$ cat src/rtl/angle_gyro_kalman_filter_assert.svh
// Assertion macros for the angle and gyro bias filter RTL, used by agk_ctrl.
`ifndef ANGLE_GYRO_KALMAN_FILTER_ASSERT_SVH
`define ANGLE_GYRO_KALMAN_FILTER_ASSERT_SVH
`ifndef SYNTH
// Same-cycle implication, sampled on clk, off while rst_n is low.
`define AGK_ASSERT_NOW(lbl, ante, cons, msg) \
    lbl: assert property (@(posedge clk) disable iff (!rst_n) (ante) |-> (cons)) \
        else $error(msg);
// Next-cycle implication, sampled on clk, off while rst_n is low.
`define AGK_ASSERT_NEXT(lbl, ante, cons, msg) \
    lbl: assert property (@(posedge clk) disable iff (!rst_n) (ante) |=> (cons)) \
        else $error(msg);
`else
`define AGK_ASSERT_NOW(lbl, ante, cons, msg)
`define AGK_ASSERT_NEXT(lbl, ante, cons, msg)
`endif
`endif

$ cat src/rtl/agk_pkg.sv
// Shared constants, types, micro-program and saturation helper of the filter.
package agk_pkg;

    // Data widths
    localparam int DW     = 48;
    localparam int MW     = 49;
    localparam int DT_W   = 33;
    localparam int QA_W   = 37;
    localparam int QB_W   = 37;
    localparam int MR_W   = 41;
    localparam int MEAS_W = 41;
    localparam int RATE_W = 44;
    localparam int CFG_W  = 41;
    localparam int IDX_W  = 2;
    localparam int STEP_W = 4;
    localparam int DIV_STEPS = 47;

    // Register indexes
    localparam logic [IDX_W-1:0] REG_DT = 2'd0;
    localparam logic [IDX_W-1:0] REG_QA = 2'd1;
    localparam logic [IDX_W-1:0] REG_QB = 2'd2;
    localparam logic [IDX_W-1:0] REG_MR = 2'd3;

    // Reset values
    localparam logic [DT_W-1:0] DT_RST = 33'd4294967;
    localparam logic [QA_W-1:0] QA_RST = 37'd4294967;
    localparam logic [QB_W-1:0] QB_RST = 37'd21474836;
    localparam logic [MR_W-1:0] MR_RST = 41'd2147483648;
    localparam logic signed [DW-1:0] ONE_Q = 48'sh0001_0000_0000;

    // Saturation bounds
    localparam logic signed [DW-1:0] DMAX = 48'sh7FFF_FFFF_FFFF;
    localparam logic signed [DW-1:0] DMIN = 48'sh8000_0000_0000;
    localparam logic signed [51:0] SUM_MAX = 52'sd140737488355327;
    localparam logic signed [51:0] SUM_MIN = -52'sd140737488355328;

    // Step kinds
    localparam logic [2:0] K_MUL = 3'd0;
    localparam logic [2:0] K_DIV = 3'd1;
    localparam logic [2:0] K_ERR = 3'd2;
    localparam logic [2:0] K_DEN = 3'd3;
    localparam logic [2:0] K_OUT = 3'd4;

    // Multiplier operand selects
    localparam logic [3:0] MS_RATE = 4'd0;
    localparam logic [3:0] MS_D0   = 4'd1;
    localparam logic [3:0] MS_NBB  = 4'd2;
    localparam logic [3:0] MS_QB   = 4'd3;
    localparam logic [3:0] MS_K0T0 = 4'd4;
    localparam logic [3:0] MS_K0T1 = 4'd5;
    localparam logic [3:0] MS_K1T0 = 4'd6;
    localparam logic [3:0] MS_K1T1 = 4'd7;
    localparam logic [3:0] MS_K0E  = 4'd8;
    localparam logic [3:0] MS_K1E  = 4'd9;

    // Divider selects
    localparam logic [3:0] DIV_K0 = 4'd0;
    localparam logic [3:0] DIV_K1 = 4'd1;

    // Accumulate destinations
    localparam logic [2:0] AD_ANG  = 3'd0;
    localparam logic [2:0] AD_BIAS = 3'd1;
    localparam logic [2:0] AD_AA   = 3'd2;
    localparam logic [2:0] AD_AB   = 3'd3;
    localparam logic [2:0] AD_BA   = 3'd4;
    localparam logic [2:0] AD_BB   = 3'd5;
    localparam logic [2:0] AD_ABBA = 3'd6;

    typedef struct packed {
        logic [2:0] kind;
        logic [3:0] sel;
        logic [2:0] dst;
        logic       sub;
    } prog_t;

    typedef struct packed {
        logic       capture;
        logic       mul_go;
        logic       div_go;
        logic       acc_go;
        logic       err_go;
        logic       den_go;
        logic       k_go;
        logic       out_go;
        logic [3:0] sel;
        logic [2:0] dst;
        logic       sub;
    } cmd_t;

    typedef struct packed {
        logic mul_done;
        logic div_done;
        logic den_pos;
        logic out_busy;
    } sts_t;

    // Micro-program: predict, gains, covariance and state update, result
    function automatic prog_t agk_prog(input logic [STEP_W-1:0] step);
        prog_t p;
        p = '{kind: K_OUT, sel: MS_RATE, dst: AD_ANG, sub: 1'b0};
        case (step)
            4'd0:  p = '{kind: K_MUL, sel: MS_RATE, dst: AD_ANG,  sub: 1'b0};
            4'd1:  p = '{kind: K_ERR, sel: MS_RATE, dst: AD_ANG,  sub: 1'b0};
            4'd2:  p = '{kind: K_MUL, sel: MS_D0,   dst: AD_AA,   sub: 1'b0};
            4'd3:  p = '{kind: K_MUL, sel: MS_NBB,  dst: AD_ABBA, sub: 1'b0};
            4'd4:  p = '{kind: K_MUL, sel: MS_QB,   dst: AD_BB,   sub: 1'b0};
            4'd5:  p = '{kind: K_DEN, sel: MS_RATE, dst: AD_ANG,  sub: 1'b0};
            4'd6:  p = '{kind: K_DIV, sel: DIV_K0,  dst: AD_ANG,  sub: 1'b0};
            4'd7:  p = '{kind: K_DIV, sel: DIV_K1,  dst: AD_ANG,  sub: 1'b0};
            4'd8:  p = '{kind: K_MUL, sel: MS_K0T0, dst: AD_AA,   sub: 1'b1};
            4'd9:  p = '{kind: K_MUL, sel: MS_K0T1, dst: AD_AB,   sub: 1'b1};
            4'd10: p = '{kind: K_MUL, sel: MS_K1T0, dst: AD_BA,   sub: 1'b1};
            4'd11: p = '{kind: K_MUL, sel: MS_K1T1, dst: AD_BB,   sub: 1'b1};
            4'd12: p = '{kind: K_MUL, sel: MS_K0E,  dst: AD_ANG,  sub: 1'b0};
            4'd13: p = '{kind: K_MUL, sel: MS_K1E,  dst: AD_BIAS, sub: 1'b0};
            default: p = '{kind: K_OUT, sel: MS_RATE, dst: AD_ANG, sub: 1'b0};
        endcase
        return p;
    endfunction

    // Clamp a wide sum to the signed 48-bit range
    function automatic logic signed [DW-1:0] sat48(input logic signed [51:0] x);
        logic signed [DW-1:0] r;
        if (x > SUM_MAX) begin
            r = DMAX;
        end else if (x < SUM_MIN) begin
            r = DMIN;
        end else begin
            r = x[DW-1:0];
        end
        return r;
    endfunction

    // Sign-extend a 48-bit value for sums
    function automatic logic signed [51:0] sx48(input logic signed [DW-1:0] v);
        return $signed({{4{v[DW-1]}}, v});
    endfunction

endpackage

$ cat src/rtl/agk_ctrl.sv
// Filter sequencer: steps the micro-program and issues datapath commands.
`include "angle_gyro_kalman_filter_assert.svh"
module agk_ctrl
    import agk_pkg::*;
(
    input  logic clk,
    input  logic rst_n,
    input  logic in_valid,
    output logic in_ready,
    input  sts_t sts,
    output cmd_t cmd
);

    localparam logic [1:0] S_IDLE  = 2'd0;
    localparam logic [1:0] S_ISSUE = 2'd1;
    localparam logic [1:0] S_WAIT  = 2'd2;

    logic [1:0]        state_reg, state_next;
    logic [STEP_W-1:0] step_reg, step_next;
    prog_t             prog;

    assign prog     = agk_prog(step_reg);
    assign in_ready = (state_reg == S_IDLE);

    // Decode the current step into commands
    always_comb begin
        cmd        = '0;
        state_next = state_reg;
        step_next  = step_reg;
        case (state_reg)
            S_IDLE: begin
                if (in_valid) begin
                    cmd.capture = 1'b1;
                    step_next   = '0;
                    state_next  = S_ISSUE;
                end
            end
            S_ISSUE: begin
                case (prog.kind)
                    K_MUL: begin
                        cmd.mul_go = 1'b1;
                        cmd.sel    = prog.sel;
                        state_next = S_WAIT;
                    end
                    K_DIV: begin
                        cmd.sel = prog.sel;
                        if (sts.den_pos) begin
                            cmd.div_go = 1'b1;
                            state_next = S_WAIT;
                        end else begin
                            step_next = step_reg + 4'd1;
                        end
                    end
                    K_ERR: begin
                        cmd.err_go = 1'b1;
                        step_next  = step_reg + 4'd1;
                    end
                    K_DEN: begin
                        cmd.den_go = 1'b1;
                        step_next  = step_reg + 4'd1;
                    end
                    K_OUT: begin
                        if (!sts.out_busy) begin
                            cmd.out_go = 1'b1;
                            state_next = S_IDLE;
                        end
                    end
                    default: state_next = S_IDLE;
                endcase
            end
            S_WAIT: begin
                cmd.sel = prog.sel;
                if (prog.kind == K_MUL) begin
                    if (sts.mul_done) begin
                        cmd.acc_go = 1'b1;
                        cmd.dst    = prog.dst;
                        cmd.sub    = prog.sub;
                        step_next  = step_reg + 4'd1;
                        state_next = S_ISSUE;
                    end
                end else if (sts.div_done) begin
                    cmd.k_go   = 1'b1;
                    step_next  = step_reg + 4'd1;
                    state_next = S_ISSUE;
                end
            end
            default: state_next = S_IDLE;
        endcase
    end

    // Advance state and step
    always_ff @(posedge clk or negedge rst_n) begin
        if (!rst_n) begin
            state_reg <= S_IDLE;
            step_reg  <= '0;
        end else begin
            state_reg <= state_next;
            step_reg  <= step_next;
        end
    end

    `AGK_ASSERT_NEXT(a_capture_starts, cmd.capture, (state_reg == S_ISSUE) && (step_reg == '0), "capture did not start the program")
    `AGK_ASSERT_NOW(a_acc_after_mul, cmd.acc_go, sts.mul_done, "accumulate without product")
    `AGK_ASSERT_NOW(a_div_needs_den, cmd.div_go, sts.den_pos, "divide with non-positive denominator")
    `AGK_ASSERT_NOW(a_out_slot_free, cmd.out_go, !sts.out_busy, "result word overwritten while stalled")

endmodule

$ cat config.mk
export PLATFORM = sky130hd
export DESIGN_NAME = agk_ctrl
export DESIGN_NICKNAME = d
export VERILOG_FILES = /design/src/rtl/agk_pkg.sv /design/src/rtl/agk_ctrl.sv
export VERILOG_INCLUDE_DIRS = /design/src /design/src/rtl
export SDC_FILE = /design/constraint.sdc
export NUM_CORES = 1
export LEC_CHECK = 0
export BUFFER_PORTS_ARGS = -buffer_cell sky130_fd_sc_hd__buf_4
export CORE_UTILIZATION = 49
export CTS_BUF_LIST = sky130_fd_sc_hd__clkbuf_16
export DETAILED_ROUTE_END_ITERATION = 10
export PLACE_DENSITY = 0.77
export REMOVE_ABC_BUFFERS = 1
export SETUP_SLACK_MARGIN = 0.2
export SLEW_MARGIN = 15
export SYNTH_ARGS = -nofsm -noshare
export SYNTH_HDL_FRONTEND = slang
export SYNTH_SLANG_ARGS = --single-unit
$ cat constraint.sdc
create_clock -name clk -period 2.65 [get_ports clk]
set_input_delay 0.53 -clock clk [delete_from_list [all_inputs] [get_ports clk]]
set_output_delay 0.53 -clock clk [all_outputs]
set_load 0.01 [all_outputs]
# Yosys cells after proc, flatten, opt, wreduce, memory -nomap -nowiden
# Memories as Yosys holds them, arrays and structs flattened.
# Cells that the tools add are included.
# totals
wordCells	63
input_bits	7
reg_bits	6
memories	1
output_inout_bits	17
rom_bits	176
# op_classes
n_mux	38
reduce_logical	7
n_addsub	1
n_eq_ne	14
# memory_table
name	depth	width	read_ports	rd_ports_with_merged_regs	write_ports	line_no	rtl
(no name shown)	16	11	1	0	0	agk_pkg.sv:101	case (step)
# ops
cell	n
4-bit 2-to-1 mux	9
1-bit 2-to-1 mux	16
2-bit 2-to-1 mux	8
4-bit case mux with 2 select lines	2
3-bit inequality test (second input constant)	5
4-bit case mux with 3 select lines	1
6-bit AND reduction	2
2-bit case mux with 4 select lines	1
3-bit by 2-bit == test with 1-bit output (second input constant)	2
2-bit case mux with 3 select lines	1
4-bit by 1-bit adder with 4-bit output (second input constant)	1
2-bit inequality test (second input constant)	2
2-bit OR reduction	2
3-bit by 1-bit == test with 1-bit output (second input constant)	1
3-bit == test (second input constant)	1
3-bit zero test	1
3-bit by 2-bit inequality test with 1-bit output (second input constant)	1
3-bit nonzero test	1
2-bit by 1-bit == test with 1-bit output (second input constant)	1
2-bit == test (second input constant)	1
2-bit zero test	1

# Logic depth before layout (Yosys ltp)
# Gate-level depths: netlist of the first run.
# An unclocked memory read counts as a cell.
# depth
word_depth	5
mapped_depth	7
mapped_depth_nobuf	7

# Least setup slack after synthesis of the first run
# No wires, ideal clock.
# synth_timing
kind	flip-flop to flip-flop
from	register step_reg[1]
to	register state_reg[1]
path_buffers	0
setup_ns	0.128
setup_slack_ns	0.446
t_required_ns	2.522
synth_period_minus_slack_ns	2.204
path_stages_with_launch	8
t_arrival_ns	2.077
path_cell_list	dfrtp_1 -> inv_1 -> ha_1 -> nor2b_1 -> a311oi_1 -> or4_4 -> a21oi_2 -> mux2_1
# synth_between
elab_chain_cells	5
word_cells_on_any_way	16
cone_classes	eq/ne (9); mux (3); reduce/logical (3); memory (1)
# synth_rtl
element	line_no	rtl
start: declaration	agk_ctrl.sv:19	logic [STEP_W-1:0] step_reg, step_next;
start signal: assignment	agk_ctrl.sv:98	step_reg <= step_next;
memory 16 x 11 bit *	--	
3-bit by 2-bit == test with 1-bit output	agk_ctrl.sv:39	case (prog.kind)
2-bit OR reduction (no line)	--	
2-bit case mux with 4 select lines or 2-bit inequality test (tied branches)	--	
2-bit case mux with 3 select lines or 6-bit AND reduction (tied branches)	--	
end signal: assignment	agk_ctrl.sv:97	state_reg <= state_next;
end: declaration	agk_ctrl.sv:18	logic [1:0] state_reg, state_next;
# Every way passes the cells marked *; elsewhere a longest branch is shown, timed or not.
# A chain may end at the register's enable or synchronous reset.

# Worst setup path in the final report of the first run
# layout_timing
from	register state_reg[0]
to	register state_reg[1]
# layout_between
elab_chain_cells	3
word_cells_on_any_way	11
cone_classes	eq/ne (8); mux (1); reduce/logical (2)
# layout_rtl
element	line_no	rtl
2-bit by 1-bit == test with 1-bit output (tied with other cells)	agk_ctrl.sv:30	case (state_reg)
3-bit inequality test (no line) or 2-bit inequality test (tied branches)	--	
6-bit AND reduction (no line)	--	
# Parallel ways exist; a longest one is shown, timed or not.

==> results.toml, run 1 <==
[cts]
cts_sinks = 6
tritoncts = "done"
root_buffer = "clkbuf_16"
htree_num_levels = 1
clk_latency_ns = 0.23
numCtsBuffers = 3
clkTransAtPathRegs_ns = 0.04
clockBufferDepth = 2

[floorplan]
dieArea_um2 = 1690
io-pin-count = 24
rows = 13
initial_core_util_pct = 54.8
core_area_um2 = 1370
die_h_um = 41.1
die_x_um = 41.1

[placed_design]
dp_slack_ns = 0.214
dpl_cell_area_um2 = 932
io_buffers = 23
hpwl_mm = 1.51
gp_congestion = 0.770

[critical_path]
cpPeakStageDelay_ns = 0.54
start_kind = "flip-flop"
critPathMaxFanout = 7
rrSetupSlack_ns = 0.26
crit_type = "reg -> reg"
setup.worst_path.end_class = "flip-flop"
critPathLaunch = "state_reg[0]"
arrival_ns = 2.50
slowest_stage = "or4_4"
cp.required_ns = 2.76
path_cells = "inv_1, ha_1, and3b_1, and3_1, or4_4, a21oi_2, mux2_1"
r2r_start = "state_reg[0]"

[detailed_routing]
drtPass1Iterations = 4
num_vias = 809
drc = 0
vias_per_cell = 5.99
ant_nets = 0
drt_iter0_markers = 18
wl_per_cell_um = 15.7
finalWirelength_mm = 2.13

[timing]
slew_headroom_pct = 60.7
finalHoldViolCount = 0
setup_viol = 0
slew_viol_final = 0
min_period_ns = 2.39
rsz0062_at_grt = "yes"
skew_ns = 0.00477
fmax_mhz = 418
fin_ws_ns = 0.257
tns_ns = 0
period_share_pct = 90.3
worst_pin_slew_ns = 0.586

[pwr]
power.leakage_nw = 0.485
worst_ir_drop_vdd_v = 0.000846
power_density_nw_per_um2 = 1070

[synthesis]
async_flop_share_pct = 100
yosys_warnings = 0
synth_flop_cell = "dfrtp_1"
synth_edf_count = 0
ys_ff_latch = 6
mappedNetlistArea_um2 = 748
yosysSeqAreaShare_pct = 20.1
syn_area_per_cell_um2 = 7.96
synth.distinct_cells = 37
synth_cells = 94

[grt]
grt_max_degree = 21
grt_pass1_wl_mm = 3.01
grt.overflow.total = 0
antenna_found_initial = 0
grt_pass1_vias = 682
track_usage_pct = 28.6

[final_layout]
most-common-layout-cells = "buf_4 (26), nor2_1 (10), inv_1 (6), ha_1 (6), nand2_1 (5)"
fillers = 92
final_core_util_pct = 78.4
final_common_cell = "buf_4"
final_area_um2 = 1070
syn_to_final_growth_pct = 43.1
layout.nets = 138
diodes = 0
drive_gt1_share_pct = 38.3
largest_reg_flops = 4

[flow_run]
maxCapViolCount = 0

[hold_path]
hold_path_class = "in -> async"

[status]
status = "finished clean"
==> stage by stage <==
step           std cells  total power [mW]  hold slack [ns]
6_report             135              1.15           0.0975
2_1_floorplan         91             0.608            0.234
3_5_place_dp         130             0.808            0.340
3_3_place_gp         130             0.793            0.340
5_1_grt              135              1.23            0.102
4_1_cts              133              1.09           0.0960
==> worst max-delay path: cells and delay by family (launching register included) <==
kind / cells / cell delay (ns)
flip-flops: 1 / 0.39
adder cells (fa/ha/maj): 1 / 0.30
AO/OA/AOI/OAI: 1 / 0.19
buffers and inverters: 1 / 0.10
multiplexers: 1 / 0.33
AND/OR/NAND/NOR: 3 / 0.95
==> cell type report <==
cell class              count  area, um2  share of cell area (%)
well taps                  15       18.8                    1.75
clock buffers               3       75.1                    7.01
repair buffers             26        195                    18.2
flip-flops and latches      6        155                    14.5
inverters                   8       30.0                    2.80
multi-input cells          77        597                    55.7
==> synth_stat cells, types with 3 or more instances <==
| cell | number | area, um2 |
|---|---|---|
| and2_1 | 3 | 18.8 |
| and3_1 | 3 | 18.8 |
| dfrtp_1 | 6 | 150 |
| ha_1 | 9 | 113 |
| inv_1 | 8 | 30.0 |
| mux2i_1 | 4 | 40.0 |
| nand2_1 | 5 | 18.8 |
| nand2b_1 | 4 | 25.0 |
| nand3_1 | 5 | 25.0 |
| nor2_1 | 10 | 37.5 |
| nor2b_1 | 3 | 18.8 |
| nor3_1 | 4 | 20.0 |
| o21ai_0 | 3 | 15.0 |
==> report_power, final <==
group	internal, mW	switching [mW]	leakage [nW]	total [mW]
Clock	0.194	0.0512	0.0370	0.245
Combinational	0.312	0.394	0.376	0.706
Sequential	0.131	0.0645	0.0725	0.195
Total	0.636	0.509	0.485	1.15
==> final timing paths <==
kind,to,cells past startpoint
worst min-delay path,step_reg[1],1
worst min register to register,state_reg[1],1
worst max-delay path,state_reg[1],7
max in group asynchronous,step_reg[2],1
min in group clk,state_reg[1],1
worst max register to register,state_reg[1],7
==> timing repair <==
| item | in CTS | in global routing |
|---|---|---|
| hold buffers | 0 | 0 |
| resized for setup | 7 | 8 |
| endpoints found under the setup margin | 10 | 11 |
| setup buffers | 0 | 2 |
==> routing by layer <==
metal	GRT usage, %	vias to the layer above	share of wire, %
li1	-	388	-
met3	5.98	9	4.0
met1	30.7	384	42
met5	0	-	0
met4	21.7	0	3.4
met2	48.4	28	51
==> kinds of logic after synthesis <==
group | after synthesis | synth area share (%)
compound gates | 15 | 14.0
xor+xnor | 1 | 1.17
fa+ha+maj | 9 | 15.1
buf+inv | 11 | 6.02
flops | 6 | 20.1
mux | 5 | 6.86
simple gates | 47 | 36.8
Note: power is estimated with default switching activity, not from simulation.
==> inputs of run 2 (changes only) <==
CORE_UTILIZATION = 50   (was 49)
PLACE_DENSITY = 0.79   (was 0.77)
clock period = 2.9 ns   (was 2.65 ns; I/O delays follow)
==> run 2 against run 1 <==
Net effect: sequential power down 13%; cell area decreased by 6.4%; first-iteration DRC count decreased by 17%; clock-buffer cell count unchanged; clock power down 9.4%; combinational power shrank 21%; via count shrank 6.7%; final cell count shrank 2.2%; sequential share of layout area grew 0.74 points; non-clock buffer count decreased by 3; register-to-register slack improved by 0.19 ns; largest cell class unchanged.
==> results.toml, run 2 (synthesized netlist as in run 1, its figures left out) <==
[status]
status = "finished clean"

[timing]
fin_ws_ns = 0.289
worst_pin_slew_ns = 0.546
period_share_pct = 90.0
tns_ns = 0
finalHoldViolCount = 0
skew_ns = 0.00126
rsz0062_at_grt = "yes"
slew_headroom_pct = 63.3
slew_viol_final = 0
setup_viol = 0
fmax_mhz = 383
min_period_ns = 2.61

[cts]
root_buffer = "clkbuf_16"
clk_latency_ns = 0.23
htree_num_levels = 1
clkTransAtPathRegs_ns = 0.03
tritoncts = "done"
clockBufferDepth = 2
cts_sinks = 6
numCtsBuffers = 3
post_cts_buffers = 0

[final_layout]
largest_reg_flops = 4
layout.nets = 135
syn_to_final_growth_pct = 33.9
diodes = 0
drive_gt1_share_pct = 27.4
final_common_cell = "buf_4"
most-common-layout-cells = "buf_4 (23), nor2_1 (10), ha_1 (9)"
fin_cells = 132
final_core_util_pct = 74.2

[pwr]
worst_ir_drop_vdd_v = 0.000630
combPwrFrac_pct = 58.8
power_density_nw_per_um2 = 947
power.leakage_nw = 0.471
power_frac_seq_pct = 17.8
power_mw = 0.949
p_clk_share_pct = 23.4
p_int_mw = 0.537
p_switching_mw = 0.412
switching_share_pct = 43.5

[grt]
track_usage_pct = 24.9
grt_pass1_vias = 629
grt.overflow.total = 0
antenna_found_initial = 0
grt_pass1_wl_mm = 2.67
grt_max_degree = 21

[floorplan]
dieArea_um2 = 1660
io-pin-count = 24
rows = 13
initial_core_util_pct = 55.4
die_h_um = 40.7
core_area_um2 = 1350
die_x_um = 40.7

[critical_path]
slowest_stage = "dfrtp_2"
arrival_ns = 2.03
cp.required_ns = 2.32
cpPeakStageDelay_ns = 0.43
critPathMaxFanout = 8
path_cells = "inv_1, ha_1, nor2b_1, a31oi_1, nand3_1, nor3_1, buf_4"
start_kind = "flip-flop"
setup.worst_path.end_class = "output port"
crit_type = "reg -> out"

[flow_run]
maxCapViolCount = 0

[detailed_routing]
ant_nets = 0
num_vias = 755
drc = 0
drtPass1Iterations = 4
drt_iter0_markers = 15
finalWirelength_mm = 1.87
vias_per_cell = 5.72
wl_per_cell_um = 14.1

[placed_design]
io_buffers = 23
hpwl_mm = 1.43
dp.cells = 129
gp_congestion = 0.871
dp_slack_ns = 0.423

[hold_path]
hold_path_class = "in -> async"
-- run 2: cell count changes in the layout (fill, tap and decap cells not counted), sizes merged --
cell,before,now
buf,26,23
-- run 2: worst paths after layout --
path                       depth (start not counted)  slack (ns)         start           end
max                                                7        0.29   step_reg[1]        cmd[2]
min                                                1        0.15         rst_n   step_reg[0]
max reg2reg                                        7        0.45   step_reg[1]  state_reg[1]
min reg2reg                                        1        0.57  state_reg[1]  state_reg[1]
max in group asynchronous                          1        2.62         rst_n   step_reg[3]
min in group clk                                   1        0.57  state_reg[1]  state_reg[1]
-- run 2: timing repair --
item                       in CTS  in global routing
hold buffers                    0                  0
setup endpoints to repair       1                  6
resized for setup               1                  2
-- run 2: power groups by stage --
stage	clock, mW	combinational [mW]	sequential (mW)
6_report	0.222	0.558	0.169
3_5_place_dp	0	0.548	0.168
3_3_place_gp	0	0.544	0.166
4_1_cts	0.226	0.558	0.169
5_1_grt	0.232	0.614	0.175
2_1_floorplan	0	0.401	0.155
-- run 2: metal layers --
layer	global-route usage (%)	wire length, um	vias up
met1	30.6	822	342
li1	-	-	383
met3	4.89	85	2
met2	42.1	939	28
met5	0	0	-
met4	10.0	19	0
-- run 2: worst max-delay path, delay by kind of cell (launching register included) --
family	cells	cell delay, ns
and+or+nand+nor	3	0.61
buffers and inverters	2	0.27
DFF	1	0.43
AOI/OAI and AO/OA	1	0.24
adders and majority gates	1	0.26
-- run 2: per-stage QoR --
stage / instance area [um2] / hold slack [ns]
3_3_place_gp: 925 / 0.390
2_1_floorplan: 733 / 0.284
4_1_cts: 1000 / 0.151
5_1_grt: 1000 / 0.155
3_5_place_dp: 925 / 0.393
6_report: 1000 / 0.151
-- run 2: final cells by class --
type	count	area [um2]
fill	114	348
timing repair buffer	23	173
tap	15	18.8
clock buffer	3	75.1
multi-input combinational	77	553
inverter	8	30.0
sequential	6	153
==> inputs of run 3 (changes only) <==
PLACE_DENSITY = unset   (was 0.79)
PLACE_DENSITY_LB_ADDON = 0.25   (was unset)
==> run 3 against run 2 <==
Net effect: final cell count is the same; critical path depth is the same; clock power is essentially flat; setup slack gained 0.076 ns; total power grew 3.9%; largest power group unchanged; hold slack is essentially flat; first-iteration DRC count grew 53%; sequential share of layout area shrank 0.30 points; fmax grew 3.0%; global-route usage grew 4.2 points; critical path type is now reg -> reg; die area is the same; cell area grew 2.0%.
==> results.toml, run 3 (synthesized netlist as in run 1, its figures left out) <==
[grt]
antenna_found_initial = 0
grt_pass1_wl_mm = 3.08
grt.overflow.total = 0
track_usage_pct = 29.0
grt_max_degree = 21
grt_pass1_vias = 710

[cts]
clockBufferDepth = 2
cts_hold_buf = 0
clkTransAtPathRegs_ns = 0.03
clk_latency_ns = 0.23
numCtsBuffers = 3
root_buffer = "clkbuf_16"
cts_sinks = 6
tritoncts = "done"
htree_num_levels = 1

[pwr]
power.leakage_nw = 0.473
power_density_nw_per_um2 = 965
power_frac_seq_pct = 17.6
p_int_mw = 0.544
power_mw = 0.986
worst_ir_drop_vdd_v = 0.000726
combPwrFrac_pct = 59.6
switching_share_pct = 44.9
p_clk_share_pct = 22.8
p_switching_mw = 0.442

[detailed_routing]
wl_per_cell_um = 15.9
drc = 0
drtPass1Iterations = 4
drt_iter0_markers = 23
ant_nets = 0
num_vias = 789
vias_per_cell = 5.98
finalWirelength_mm = 2.09

[hold_path]
hold_path_class = "in -> async"

[final_layout]
largest_reg_flops = 4
diodes = 0
most-common-layout-cells = "buf_4 (23), nor2_1 (10), ha_1 (9)"
final_core_util_pct = 75.7
fin_cells = 132
final_common_cell = "buf_4"
layout.nets = 135
drive_gt1_share_pct = 30.8
fillers = 97
syn_to_final_growth_pct = 36.6

[critical_path]
start_kind = "flip-flop"
r2r_cells = 7
cp.required_ns = 3.01
slowest_stage = "or4_4"
crit_type = "reg -> reg"
r2r_start = "step_reg[1]"
path_cells = "inv_1, ha_1, nor2b_1, a311oi_1, or4_4, a21oi_2, mux2_1"
cpPeakStageDelay_ns = 0.59
rrSetupSlack_ns = 0.37
arrival_ns = 2.64
setup.worst_path.end_class = "flip-flop"
critPathMaxFanout = 8
critPathLaunch = "step_reg[1]"

[floorplan]
io-pin-count = 24
die_x_um = 40.7
core_area_um2 = 1350
die_h_um = 40.7
dieArea_um2 = 1660
rows = 13
initial_core_util_pct = 55.4

[placed_design]
dp_slack_ns = 0.414
hpwl_mm = 1.48
dp.cells = 129
io_buffers = 23
gp_congestion = 0.837

[timing]
rsz0062_at_grt = "no"
min_period_ns = 2.53
slew_viol_final = 0
finalHoldViolCount = 0
fmax_mhz = 394
setup_viol = 0
skew_ns = 0.00169
slew_headroom_pct = 61.9
fin_ws_ns = 0.365
worst_pin_slew_ns = 0.567
tns_ns = 0
period_share_pct = 87.4

[flow_run]
maxCapViolCount = 0

[status]
status = "finished clean"
-- run 3: path summary, 6_finish.rpt --
kind / to
min in group clk: state_reg[1]
min reg2reg: state_reg[1]
max reg2reg: state_reg[1]
max in group asynchronous: step_reg[3]
max: state_reg[1]
min: step_reg[0]
-- run 3: layout make-up --
type	instances	area, um2	area share (%)
Tap cell	15	18.8	1.84
Inverter	8	30.0	2.94
Sequential cell	6	153	14.9
Multi-Input combinational cell	77	573	56.1
Clock buffer	3	75.1	7.34
Timing Repair Buffer	23	173	16.9
-- run 3: through the flow --
stage / hold slack, ns / area (um2)
final: 0.150 / 1020
after global routing: 0.152 / 1020
after CTS: 0.154 / 1000
after detailed placement: 0.392 / 925
after global placement: 0.388 / 925
after floorplan: 0.284 / 733
-- run 3: metal layers --
| layer | up-vias | global-route usage [%] | wire, um |
|---|---|---|---|
| met2 | 37 | 44.8 | 1060 |
| met1 | 367 | 36.2 | 886 |
| met5 | - | 0 | 0 |
| met3 | 4 | 2.72 | 118 |
| met4 | 0 | 24.2 | 30 |
| li1 | 381 | - | - |
-- run 3: power by group through the flow --
stage	combinational (mW)	clock, mW	sequential [mW]
4_1_cts	0.559	0.226	0.170
2_1_floorplan	0.401	0	0.155
3_5_place_dp	0.550	0	0.171
6_report	0.588	0.225	0.173
5_1_grt	0.645	0.234	0.180
3_3_place_gp	0.540	0	0.167
-- run 3: what timing repair did --
item / 4_1_cts / 5_1_grt
resized for setup: 1 / 6
pin swaps: 0 / 0
buffers inserted: 0 / 0
endpoints found under the setup margin: 2 / 9
cloned: 0 / 0
-- run 3: critical path: cells and delay by family, from the launching register on --
kind	cells	cell delay, ns
and+or+nand+nor	2	0.88
DFF	1	0.45
muxes	1	0.34
AOI/OAI and AO/OA	2	0.30
adders and majority gates	1	0.27
buffers and inverters	1	0.16
